### config.mk
export PLATFORM = sky130hd
export DESIGN_NAME = double_ended_queue_with_search
export DESIGN_NICKNAME = d
export VERILOG_FILES = /design/src/hw/rtl/deq_pkg.sv /design/src/hw/rtl/double_ended_queue_with_search.sv
export SDC_FILE = /design/constraint.sdc
export NUM_CORES = 1
export LEC_CHECK = 0
export BUFFER_PORTS_ARGS = -buffer_cell sky130_fd_sc_hd__buf_2
export CAP_MARGIN = 30
export CELL_PAD_IN_SITES_DETAIL_PLACEMENT = 1
export CELL_PAD_IN_SITES_GLOBAL_PLACEMENT = 1
export CORE_MARGIN = 3
export CORE_UTILIZATION = 35
export CTS_BUF_LIST = sky130_fd_sc_hd__clkbuf_8
export DETAILED_ROUTE_END_ITERATION = 12
export GPL_ROUTABILITY_DRIVEN = 0
export PLACE_DENSITY = 0.62
export SLEW_MARGIN = 30
export SYNTH_ARGS = -nofsm -noshare
export SYNTH_HDL_FRONTEND = slang
export SYNTH_SLANG_ARGS = --single-unit
### constraint.sdc
create_clock -name i_clk -period 4.6 [get_ports i_clk]
set_clock_uncertainty 0.1 [all_clocks]
set_input_delay 0.69 -clock i_clk [delete_from_list [all_inputs] [get_ports i_clk]]
set_output_delay 0.69 -clock i_clk [all_outputs]
set_load 0.03 [all_outputs]
### src/hw/rtl/deq_pkg.sv
`default_nettype none

package deq_pkg;

    localparam int DEPTH      = 16;
    localparam int DATA_WIDTH = 32;

    localparam int AW = (DEPTH > 1) ? $clog2(DEPTH) : 1;
    localparam int CW = $clog2(DEPTH + 1);

    localparam int KIND_W   = 3;
    localparam int VALUE_W  = 32;
    localparam int STATUS_W = 2;
    localparam int POS_W    = 5;
    localparam int OCC_W    = 5;

    // position reported when nothing was found or no position applies (-1)
    localparam logic [POS_W-1:0] NO_POSITION = {POS_W{1'b1}};

    typedef enum logic [KIND_W-1:0] {
        K_PUSH_HEAD  = 3'd0,
        K_PUSH_TAIL  = 3'd1,
        K_POP_HEAD   = 3'd2,
        K_POP_TAIL   = 3'd3,
        K_FIND       = 3'd4,
        K_REMOVE_ALL = 3'd5,
        K_CLEAR      = 3'd6
    } t_kind;

    typedef enum logic [STATUS_W-1:0] {
        ST_OK        = 2'd0,
        ST_EMPTY     = 2'd1,
        ST_FULL      = 2'd2,
        ST_NOT_FOUND = 2'd3
    } t_status;

    // ring slot at a given offset from the head, one compare and subtract
    function automatic logic [AW-1:0] slot_of(input logic [AW-1:0] head,
                                              input logic [CW-1:0] offset);
        logic [CW:0] sum;
        sum = (CW+1)'(head) + (CW+1)'(offset);
        if (sum >= (CW+1)'(DEPTH)) begin
            sum = sum - (CW+1)'(DEPTH);
        end
        return sum[AW-1:0];
    endfunction

endpackage

`default_nettype wire

### src/hw/rtl/double_ended_queue_with_search.sv
`default_nettype none

// Bounded double-ended queue of DEPTH signed words kept as a ring in a small
// memory with one write port and one registered read port. A request is a
// transaction taken when start is high and busy is low; every request gives
// exactly one result, shown for a single cycle with o_valid high, and the
// receiver cannot stall it, so results must be captured when they appear.
// Timing: push, clear, an unused kind, a pop of an empty queue and a find or
// remove-all on an empty queue answer in the cycle after acceptance without
// raising busy. A pop reads the entry through the registered read port and
// answers from state S_POP. Find and remove-all walk the entries from the head
// through one shared comparator at one entry a cycle: find stops at the first
// match or after the last entry, remove-all always walks every entry. The next
// request may be accepted in the cycle its predecessor's result is on the
// ports.
module double_ended_queue_with_search (
    input  wire logic                          i_clk,
    input  wire logic                          i_rst_n,
    input  wire logic                          start,
    output logic                               busy,
    input  wire logic [deq_pkg::KIND_W-1:0]    i_kind,
    input  wire logic signed [deq_pkg::VALUE_W-1:0] i_data_value,
    output logic                               o_valid,
    output logic [deq_pkg::STATUS_W-1:0]       o_status,
    output logic signed [deq_pkg::VALUE_W-1:0] o_result_value,
    output logic signed [deq_pkg::POS_W-1:0]   o_position,
    output logic [deq_pkg::OCC_W-1:0]          o_occupancy
);
    import deq_pkg::*;

    // sequencer states
    typedef enum logic [2:0] {
        S_IDLE = 3'b001,
        S_POP  = 3'b010,
        S_SCAN = 3'b100
    } t_state;

    // entry memory
    logic [DATA_WIDTH-1:0] r_mem [DEPTH];
    logic [DATA_WIDTH-1:0] r_rdata;

    // control state
    t_state        r_state,  n_state;
    logic [AW-1:0] r_head,   n_head;
    logic [CW-1:0] r_count,  n_count;
    logic          r_valid,  n_valid;

    // per-request working registers
    t_kind                 r_kind, n_kind;
    logic [DATA_WIDTH-1:0] r_v,    n_v;
    logic [CW-1:0]         r_idx,  n_idx;
    logic [CW-1:0]         r_kept, n_kept;

    // result registers
    t_status               r_status,   n_status;
    logic [VALUE_W-1:0]    r_result,   n_result;
    logic [POS_W-1:0]      r_position, n_position;
    logic [OCC_W-1:0]      r_occ,      n_occ;

    // memory port controls
    logic                  w_wr_en;
    logic [AW-1:0]         w_wr_addr;
    logic [DATA_WIDTH-1:0] w_wr_data;
    logic [AW-1:0]         w_rd_addr;

    logic                  w_accept;
    logic [DATA_WIDTH-1:0] w_in_v;
    logic                  w_match;
    logic                  w_last;
    logic [CW-1:0]         w_kept_inc;

    assign busy     = (r_state != S_IDLE);
    assign w_accept = start && !busy;
    // only the low DATA_WIDTH bits take part in storing and comparing
    assign w_in_v   = DATA_WIDTH'($unsigned(i_data_value));

    // shared comparator of the walk, fed by the registered read data
    assign w_match    = (r_rdata == r_v);
    assign w_last     = (r_idx == r_count - CW'(1));
    assign w_kept_inc = w_match ? r_kept : r_kept + CW'(1);

    always_ff @(posedge i_clk) begin
        if (w_wr_en) begin
            r_mem[w_wr_addr] <= w_wr_data;
        end
        r_rdata <= r_mem[w_rd_addr];
    end

    always_comb begin
        n_state    = r_state;
        n_head     = r_head;
        n_count    = r_count;
        n_valid    = 1'b0;
        n_kind     = r_kind;
        n_v        = r_v;
        n_idx      = r_idx;
        n_kept     = r_kept;
        n_status   = r_status;
        n_result   = r_result;
        n_position = r_position;
        n_occ      = r_occ;

        w_wr_en    = 1'b0;
        w_wr_addr  = slot_of(r_head, r_kept);
        w_wr_data  = r_rdata;
        // during the walk, fetch the entry after the one being compared
        w_rd_addr  = slot_of(r_head, r_idx + CW'(1));

        unique case (r_state)
            S_IDLE: begin
                if (w_accept) begin
                    n_kind     = t_kind'(i_kind);
                    n_v        = w_in_v;
                    n_idx      = '0;
                    n_kept     = '0;
                    // default: immediate answer, fields without meaning
                    n_valid    = 1'b1;
                    n_status   = ST_OK;
                    n_result   = '0;
                    n_position = NO_POSITION;
                    n_occ      = OCC_W'(r_count);
                    unique case (t_kind'(i_kind))
                        K_PUSH_HEAD: begin
                            if (r_count == CW'(DEPTH)) begin
                                n_status = ST_FULL;
                            end else begin
                                n_head    = (r_head == '0) ? AW'(DEPTH - 1)
                                                           : r_head - AW'(1);
                                w_wr_en   = 1'b1;
                                w_wr_addr = n_head;
                                w_wr_data = w_in_v;
                                n_count   = r_count + CW'(1);
                                n_occ     = OCC_W'(n_count);
                            end
                        end
                        K_PUSH_TAIL: begin
                            if (r_count == CW'(DEPTH)) begin
                                n_status = ST_FULL;
                            end else begin
                                w_wr_en   = 1'b1;
                                w_wr_addr = slot_of(r_head, r_count);
                                w_wr_data = w_in_v;
                                n_count   = r_count + CW'(1);
                                n_occ     = OCC_W'(n_count);
                            end
                        end
                        K_POP_HEAD, K_POP_TAIL: begin
                            if (r_count == '0) begin
                                n_status = ST_EMPTY;
                            end else begin
                                // read the entry now, answer from S_POP
                                n_valid   = 1'b0;
                                n_state   = S_POP;
                                w_rd_addr = (t_kind'(i_kind) == K_POP_HEAD)
                                          ? r_head
                                          : slot_of(r_head, r_count - CW'(1));
                            end
                        end
                        K_FIND, K_REMOVE_ALL: begin
                            if (r_count == '0) begin
                                // nothing to walk over
                                if (t_kind'(i_kind) == K_FIND) begin
                                    n_status = ST_NOT_FOUND;
                                end
                            end else begin
                                n_valid   = 1'b0;
                                n_state   = S_SCAN;
                                w_rd_addr = r_head;
                            end
                        end
                        K_CLEAR: begin
                            n_head  = '0;
                            n_count = '0;
                            n_occ   = '0;
                        end
                        default: begin
                            // unused kind: no change
                        end
                    endcase
                end
            end

            S_POP: begin
                if (r_kind == K_POP_HEAD) begin
                    n_head = slot_of(r_head, CW'(1));
                end
                n_count    = r_count - CW'(1);
                n_valid    = 1'b1;
                n_status   = ST_OK;
                n_result   = VALUE_W'(r_rdata);
                n_position = NO_POSITION;
                n_occ      = OCC_W'(n_count);
                n_state    = S_IDLE;
            end

            S_SCAN: begin
                n_result = '0;
                if (r_kind == K_FIND) begin
                    if (w_match || w_last) begin
                        n_valid    = 1'b1;
                        n_status   = w_match ? ST_OK : ST_NOT_FOUND;
                        n_position = w_match ? POS_W'(r_idx) : NO_POSITION;
                        n_occ      = OCC_W'(r_count);
                        n_state    = S_IDLE;
                    end else begin
                        n_idx = r_idx + CW'(1);
                    end
                end else begin
                    // compact survivors towards the head, order kept
                    if (!w_match) begin
                        w_wr_en = 1'b1;
                    end
                    n_kept = w_kept_inc;
                    if (w_last) begin
                        n_count    = w_kept_inc;
                        n_valid    = 1'b1;
                        n_status   = ST_OK;
                        n_position = NO_POSITION;
                        n_occ      = OCC_W'(w_kept_inc);
                        n_state    = S_IDLE;
                    end else begin
                        n_idx = r_idx + CW'(1);
                    end
                end
            end

            default: begin
                n_state = S_IDLE;
            end
        endcase
    end

    // control registers
    always_ff @(posedge i_clk) begin
        if (!i_rst_n) begin
            r_state <= S_IDLE;
            r_head  <= '0;
            r_count <= '0;
            r_valid <= 1'b0;
        end else begin
            r_state <= n_state;
            r_head  <= n_head;
            r_count <= n_count;
            r_valid <= n_valid;
        end
    end

    // working and result registers, no reset needed
    always_ff @(posedge i_clk) begin
        r_kind     <= n_kind;
        r_v        <= n_v;
        r_idx      <= n_idx;
        r_kept     <= n_kept;
        r_status   <= n_status;
        r_result   <= n_result;
        r_position <= n_position;
        r_occ      <= n_occ;
    end

    assign o_valid        = r_valid;
    assign o_status       = r_status;
    assign o_result_value = r_result;
    assign o_position     = r_position;
    assign o_occupancy    = r_occ;

endmodule

`default_nettype wire

==> summary.md, run 1 <==
| Metric | Value |
|---|---|
| Status | `finished, final reports clean` |
| First-pass GRT wire length | `131,000 um` |
| Worst Path Max Fanout | `96` |
| Clock buffer depth | `3` |
| Layout Nets | `roughly 2,200` |
| Peak VDD IR | `389 uV` |
| Final wirelength | `88,100 um` |
| Period utilisation layout | `88.3%` |
| # setup viols final | `0` |
| Pin count of the biggest net entering global routing | `97` |
| Post-CTS resize count | `0` |
| Max Fclk | `246 MHz` |
| Hold endpoint | `r_v[31]` |
| Worst EP required | `5.08 ns` |
| Vias in the first global route | `19,700` |
| Design Power | `18.0 mW` |
| Core area | `between 70,000 and 80,000 um^2` |
| Tightest Hold Check Type | `primary input to flop` |
| FILL cells | `7,997` |
| Bufs and invs on worst path | `2` |
| Via count | `between 15,000 and 20,000` |
| Ys Warns | `0` |
| Grt total ovfl | `0` |
| Initial antenna violation count | `8` |
| Slew Viols, Final | `0` |
| Reg-to-reg critical path endpoint | `r_rdata[23]` |
| Max incr delay on CP | `0.54 ns` |
| P&R area growth vs syn | `15.9%` |
| DR iter-0 viols | `between 1,500 and 2,000` |
| Die area | `around 83,000 um^2` |
| Total CTS buffers | `approximately 110` |
| Final worst slack | `~0.54 ns` |
| Fin Hold WS | `0.0536 ns` |
| Synth Flop Type | `edfxtp_1` |
| R2R depth | `11` |
| Hold path depth | `1` |
| DRC viols | `0` |
| DR pass1 iterations | `5` |
| Crit-path cells | `inv_1 -> ha_1 -> xor2_1 -> ha_1 -> xor2_1 -> a2111o_2 -> buf_12 -> a311oi_1 -> a32oi_1 -> mux2i_1 -> a211oi_1` |
| Share of cells above drive strength 1 | `17.5%` |
| IO buf count | `83` |
| Hold Vio Cnt, Final | `0` |
| Post-place setup slack | `0.602 ns` |
| Die Wd | `between 200 and 300 um` |
| Worst-Margin Slew | `0.941 ns` |
| CTS tree | `yes` |
| CP Capture Type | `flop` |
| CTS Root Buffer Type | `clkbuf_8` |
| Unrepaired setup endpoints after global routing | `false` |
| H-tree levels | `3` |
| Hold_buf cts | `6` |
| MaxCap Viol Count | `0` |
| WP data arrival | `4.54 ns` |
| Synth unique cells | `68` |
| Synth top area share | `64.9%` |
| R2R Setup Slk | `around 0.54 ns` |
| ANT nets after route | `0` |
| Design Area, Final | `~32,000 um^2` |
| Total leakage power | `between 10 and 15 nW` |
| Worst reg2reg path startpoint | `r_count[0]` |
| Rel. slew slack | `37.2%` |
| Slowest CP cell | `dfxtp_1` |
| Min Clock Period, post-route | `4.06 ns` |
| Setup Fix Bufs, Post-CTS | `0` |
| Final core utilization | `41.3%` |
| I/O pins | `84` |
| Worst-Skew Late Latency | `roughly 0.74 ns` |
| Ranking of synthesized cells by area | `edfxtp_1, o21ai_0, a311oi_1` |
| Post-DP Area | `30,000 um^2` |
| Drt via density | `5.94` |
| Yosys reg bits | `roughly 650` |
| Async SR Flop Fraction | `0%` |
| Total Routing Usage GR | `21.1%` |
| Die height | `288 um` |
| Post-synth EDFFs | `601` |
| Initial Util | `35.6%` |
| Syn_area_per_cell | `13.7 um^2` |
| CTS clk-pin slew, worst paths | `0.06 ns` |
| Cell family with most CP delay | `compound AO/OA/AOI/OAI gates` |
| Dpl hpwl | `about 54,000 um` |
| Sequential-to-total area share from yosys stat | `68.1%` |
| Post-Syn Nets | `2,096` |
| Critical Path Source Type | `flop` |
| Hold Path Origin | `i_data_value[31]` |
| FP Rows | `a little over 100` |
| Routed wire length per instance | `27.1 um` |
| Synth Cell Area | `~28,000 um^2` |
| Clock Sinks | `646` |
| Cells after Synth | `2,032` |
| Power Dens Cells | `558 nW/um^2` |
| Yosys top cell by area | `edfxtp_1` |
| Worst setup path class | `flop to flop` |
[layer usage]
| metal | global-route usage [%] | up-vias | part of all wire, % |
|---|---|---|---|
| li1 | - | 8412 | - |
| met1 | 28.1 | 10100 | 43 |
| met2 | 34.4 | 705 | 47 |
| met3 | 3.59 | 154 | 6.6 |
| met4 | 7.80 | 0 | 3.2 |
| met5 | 0 | - | 0 |
[registers in the layout, indices dropped and copies added (netlist names)]
signal          flops
r_kept              5
r_v                32
r_count             5
r_kind              3
o_status            2
o_valid             1
r_head              4
o_occupancy         5
r_state             3
o_position          5
r_mem             512
r_idx               5
r_rdata            32
o_result_value     32
[area by class of cell]
cell class	instances	area [um^2]	share of cell area (%)
clock buffers	120	1650	5.13
clock inverters	82	518	1.61
well taps	1040	1300	4.04
flip-flops and latches	646	18900	58.8
repair buffers	171	1490	4.63
diodes	1	2.50	0.00777
inverters	17	63.8	0.198
multi-input cells	1175	8250	25.6
[kinds of logic after synthesis]
| group | count (synthesis) | share of synthesized area, % |
|---|---|---|
| compound gates | 637 | 15.8 |
| xor+xnor | 59 | 1.86 |
| fa+ha+maj | 26 | 1.28 |
| buf+inv | 211 | 3.00 |
| flops | 646 | 68.1 |
| mux | 72 | 2.78 |
| simple gates | 381 | 7.16 |
[per-stage QoR]
stage / TNS [ns] / std cells
floorplan: -65.92 / 2032
global placement: 0 / 3043
detailed placement: 0 / 3043
CTS: 0 / 3251
global route: 0 / 3252
finish: 0 / 3252
[cell usage after synthesis (7+ instances only)]
cell type and instances:
nand3_1 138, mux2i_1 38, clkbuf_1 161, edfxtp_1 601, nor2_1 47, nor3_1 68, and2_1 36, o21ai_0 274
xor2_1 46, a211oi_1 35, nand2_1 30, buf_2 22, mux2_2 33, buf_1 7, inv_1 16, ha_1 22
xnor2_1 13, nor4_1 19, a21oi_1 29, a311oi_1 126, dfxtp_1 45, a32oi_1 126
[power breakdown]
group | switching [mW] | leakage, nW | total (mW) | internal (mW)
Sequential | 0.421 | 5.83 | 7.85 | 7.43
Combinational | 3.53 | 3.33 | 5.05 | 1.52
Clock | 2.40 | 1.30 | 5.09 | 2.69
[placed cells by master (no fill, tap or decap), types with 5 or more instances in the layout]
| master | Yosys | final |
|---|---|---|
| edfxtp_1 | 601 | 601 |
| o21ai_0 | 274 | 274 |
| nand3_1 | 138 | 138 |
| a311oi_1 | 126 | 126 |
| a32oi_1 | 126 | 126 |
| clkbuf_8 | 0 | 120 |
| buf_2 | 22 | 83 |
| nor3_1 | 68 | 68 |
| inv_1 | 16 | 66 |
| buf_4 | 2 | 50 |
| xor2_1 | 46 | 46 |
| dfxtp_1 | 45 | 45 |
| mux2i_1 | 38 | 38 |
| and2_1 | 36 | 36 |
| a211oi_1 | 35 | 34 |
| mux2_2 | 33 | 33 |
| buf_12 | 0 | 32 |
| nor2_1 | 47 | 28 |
| nand2_1 | 30 | 28 |
| a21oi_1 | 29 | 27 |
| ha_1 | 22 | 22 |
| nor2_4 | 0 | 20 |
| nor4_1 | 19 | 19 |
| xnor2_1 | 13 | 13 |
| clkinv_2 | 0 | 11 |
| clkinv_1 | 1 | 10 |
| nand2b_1 | 6 | 6 |
| a22oi_1 | 6 | 6 |
| nand3b_1 | 6 | 6 |
| dlygate4sd3_1 | 0 | 6 |
| nand4_1 | 5 | 5 |
| a21o_1 | 6 | 5 |
| o22ai_1 | 5 | 5 |
| bufinv_16 | 0 | 5 |
[worst max-delay path by stage]
stage	start	end	slack (ns)	cells past startpoint
global placement	r_count[0]	r_rdata[9]	0.70	11
finish	r_count[0]	r_rdata[23]	0.54	11
global route	r_count[0]	r_rdata[8]	0.26	12
floorplan	start	r_mem[0][0]	-0.36	7
detailed placement	i_kind[2]	r_rdata[23]	0.60	10
CTS	r_count[0]	r_rdata[9]	0.58	11
No activity file was read; power rests on OpenSTA's default activity.
==> run 2: changes to the inputs <==
--- a/config.mk
+++ b/config.mk
@@ -10,11 +10,12 @@
 export CELL_PAD_IN_SITES_DETAIL_PLACEMENT = 1
 export CELL_PAD_IN_SITES_GLOBAL_PLACEMENT = 1
 export CORE_MARGIN = 3
-export CORE_UTILIZATION = 35
+export CORE_UTILIZATION = 49
 export CTS_BUF_LIST = sky130_fd_sc_hd__clkbuf_8
 export DETAILED_ROUTE_END_ITERATION = 12
 export GPL_ROUTABILITY_DRIVEN = 0
-export PLACE_DENSITY = 0.62
+export PLACE_DENSITY = 0.81
+export RECOVER_POWER = 25
 export SLEW_MARGIN = 30
 export SYNTH_ARGS = -nofsm -noshare
 export SYNTH_HDL_FRONTEND = slang
==> summary.md, run 2 (synthesis gave the netlist of run 1 again) <==
| Metric | Value |
|---|---|
| Routed wire length per instance | `31.0 um (+14%)` |
| FP Rows | `86 (-16%)` |
| Reg-to-reg critical path endpoint | `r_mem[13][13]` |
| First-pass GRT wire length | `135,000 um (+3.6%)` |
| Top cell by count, worst path | `nand2_1` |
| Crit-path cells | `inv_1 -> ha_1 -> nand4bb_1 -> and2_0 -> nand2_1 -> clkbuf_2 -> nand2_1 -> nand3_1 -> nor2_4 -> buf_4` |
| Worst setup path class | `flop to flop` |
| FF+latch area | `18,900 um^2 (unchanged)` |
| Total Routing Usage GR | `30.0% (+9.0 points)` |
| Post-CTS resize count | `0 (unchanged)` |
| Cell family with most CP delay | `simple AND/OR/NAND/NOR gates` |
| Power Dens Cells | `568 nW/um^2 (+1.8%)` |
| Dpl hpwl | `53,400 um (-0.81%)` |
| Slew Viols, Final | `78 (+78)` |
| DR iter-0 viols | `2,736 (+48%)` |
| Clock Sinks | `646 (unchanged)` |
| Initial antenna violation count | `8 (unchanged)` |
| Worst-Margin Slew | `2.01 ns (+1.07 ns)` |
| Initial Util | `50.0% (+14 points)` |
| Worst EP required | `4.82 ns (-0.26 ns)` |
| Tightest Hold Check Type | `primary input to flop` |
| Pin count of the biggest net entering global routing | `129 (+33%)` |
| Core area | `55,600 um^2 (-29%)` |
| Die area | `59,700 um^2 (-28%)` |
| Bufs and invs on worst path | `3 (+1)` |
| Top reg by flops | `r_mem` |
| MaxCap Viol Count | `2 (+2)` |
| CP Capture Type | `flop` |
| I/O pins | `84 (unchanged)` |
| CTS clk-pin slew, worst paths | `0.06 ns (about the same)` |
| Layout Nets | `2,170 (-0.50%)` |
| IO buf count | `83 (unchanged)` |
| GR peak layer | `met2` |
| Min Clock Period, post-route | `4.39 ns (+0.328 ns)` |
| Setup Fix Bufs, Post-CTS | `0 (unchanged)` |
| Total leakage power | `9.96 nW (-4.8%)` |
| Max incr delay on CP | `0.84 ns (+0.30 ns)` |
| Unrepaired setup endpoints after global routing | `false` |
| Peak VDD IR | `256 uV (-34%)` |
| Met2 Resource Use GR | `48.7% (+14 points)` |
| Commonest cells after routing, fill and taps aside | `edfxtp_1, o21ai_0, nand3_1` |
| Max reg flops | `512 (unchanged)` |
| Rel. slew slack | `-34.1% (-71 points)` |
| Design Area, Final | `31,400 um^2 (-2.6%)` |
| CTS tree | `yes` |
| Post-DP Area | `29,500 um^2 (-1.6%)` |
| Worst-Skew Late Latency | `0.72 ns (-0.02 ns)` |
| Via count | `20,400 (+5.8%)` |
| GRT met1 Usage | `39.6% (+12 points)` |
| Drt via density | `6.94 (+17%)` |
| Max Fclk | `228 MHz (-7.5%)` |
| Fin Hold WS | `0.0656 ns (+0.0120 ns)` |
| Critical path endpoint | `r_mem[13][13]` |
| Number of cells on the critical path | `10 (-1)` |
| P&R area growth vs syn | `12.8%` |
| DRC viols | `0 (unchanged)` |
| Final core utilization | `56.4% (+15 points)` |
| WP data arrival | `4.61 ns (+0.07 ns)` |
| R2R Setup Slk | `0.21 ns (-0.33 ns)` |
| Critical path launch point | `r_count[0]` |
| Die height | `244 um (-15%)` |
| Commonest non-fill, non-tap cell in the layout | `edfxtp_1` |
| Share of cells above drive strength 1 | `12.9% (-4.6 points)` |
| Hold_buf cts | `0 (-6)` |
| Finished Layout Cells | `2,944 (-9.5%)` |
| Failing checks | `capacitance limit, slew limit` |
| ANT nets after route | `0 (unchanged)` |
| M3 GR Usage | `6.25% (+2.7 points)` |
| Status | `finished, violations left` |
| Clock buffer depth | `3 (unchanged)` |
| Cells after DPL | `2,748 (-9.7%)` |
| Slowest CP cell | `clkbuf_2` |
| Grt total ovfl | `0 (unchanged)` |
| # setup viols final | `0 (unchanged)` |
| Critical Path Source Type | `flop` |
| Total CTS buffers | `104 (-1.9%)` |
| Worst Path Max Fanout | `33 (-66%)` |
| R2R depth | `10 (-1)` |
| Period utilisation layout | `95.4% (+7.1 points)` |
| Worst reg2reg path startpoint | `r_count[0]` |
| Hold Vio Cnt, Final | `0 (unchanged)` |
| Vias in the first global route | `21,100 (+7.2%)` |
| Die Wd | `244 um (-15%)` |
| DR pass1 iterations | `6 (+1)` |
| CTS Root Buffer Type | `clkbuf_8` |
| FILL cells | `5,445 (-32%)` |
| Multi-input logic area | `8240 um^2 (-0.12%)` |
| Final wirelength | `91,200 um (+3.5%)` |
| H-tree levels | `3 (unchanged)` |
| Setup_tns | `0 ns (unchanged)` |
-- run 2: cell count changes in the layout (fill, tap and decap cells not counted), sizes merged --
cell         change
diode            +1
bufinv           -3
dlygate4sd3      -6
clkinv          +26
clkbuf          +78
inv             -24
buf             -88
-- run 2: worst reg2reg max path: stages, from the launching register on --
cell and delay, ns:
dfxtp_1 0.53, inv_1 0.17, ha_1 0.30, nand4bb_1 0.19, and2_0 0.24, nand2_1 0.13, clkbuf_2 0.84, nand2_1 0.40
nand3_1 0.42, nor2_4 0.24, buf_4 0.45
-- run 2: area by class of cell --
| cell class | instances | share of cell area [%] |
|---|---|---|
| sequential | 646 | 60.4 |
| multi-input combinational | 1175 | 26.3 |
| clock buffer | 113 | 4.96 |
| timing repair buffer | 162 | 3.84 |
| tap | 748 | 2.98 |
| clock inverter | 81 | 1.38 |
| inverter | 17 | 0.203 |
| antenna | 2 | 0.0159 |
-- run 2: routing by layer --
metal,part of all wire (%),vias to the layer above
met4,3.9,4
met2,48,1404
met3,11,264
met5,0.030,-
met1,38,10400
li1,-,8385
-- run 2: worst min path at each step --
stage,from,endpoint,slack [ns],depth (start not counted)
after floorplan,r_state[0],r_state[0],0.43,1
after global placement,r_state[0],r_state[0],0.46,1
after detailed placement,r_state[0],r_state[0],0.47,1
after CTS,i_data_value[31],r_v[31],0.02,1
after global routing,i_data_value[22],r_v[22],0.04,1
final,i_data_value[22],r_v[22],0.07,1
-- run 2: report_power, final --
group          switching (mW)  internal, mW  leakage [nW]
Combinational            3.66          1.51          3.00
Sequential              0.417          7.44          5.83
Clock                    2.41          2.40          1.13
Total                    6.48          11.4          9.96
-- run 2: per-stage QoR --
stage	total power [mW]	worst slack, ns
3_3_place_gp	12.6	0.670
4_1_cts	17.7	0.499
5_1_grt	18.5	0.108
3_5_place_dp	13.0	0.448
6_report	17.8	0.210
2_1_floorplan	10.9	-0.359
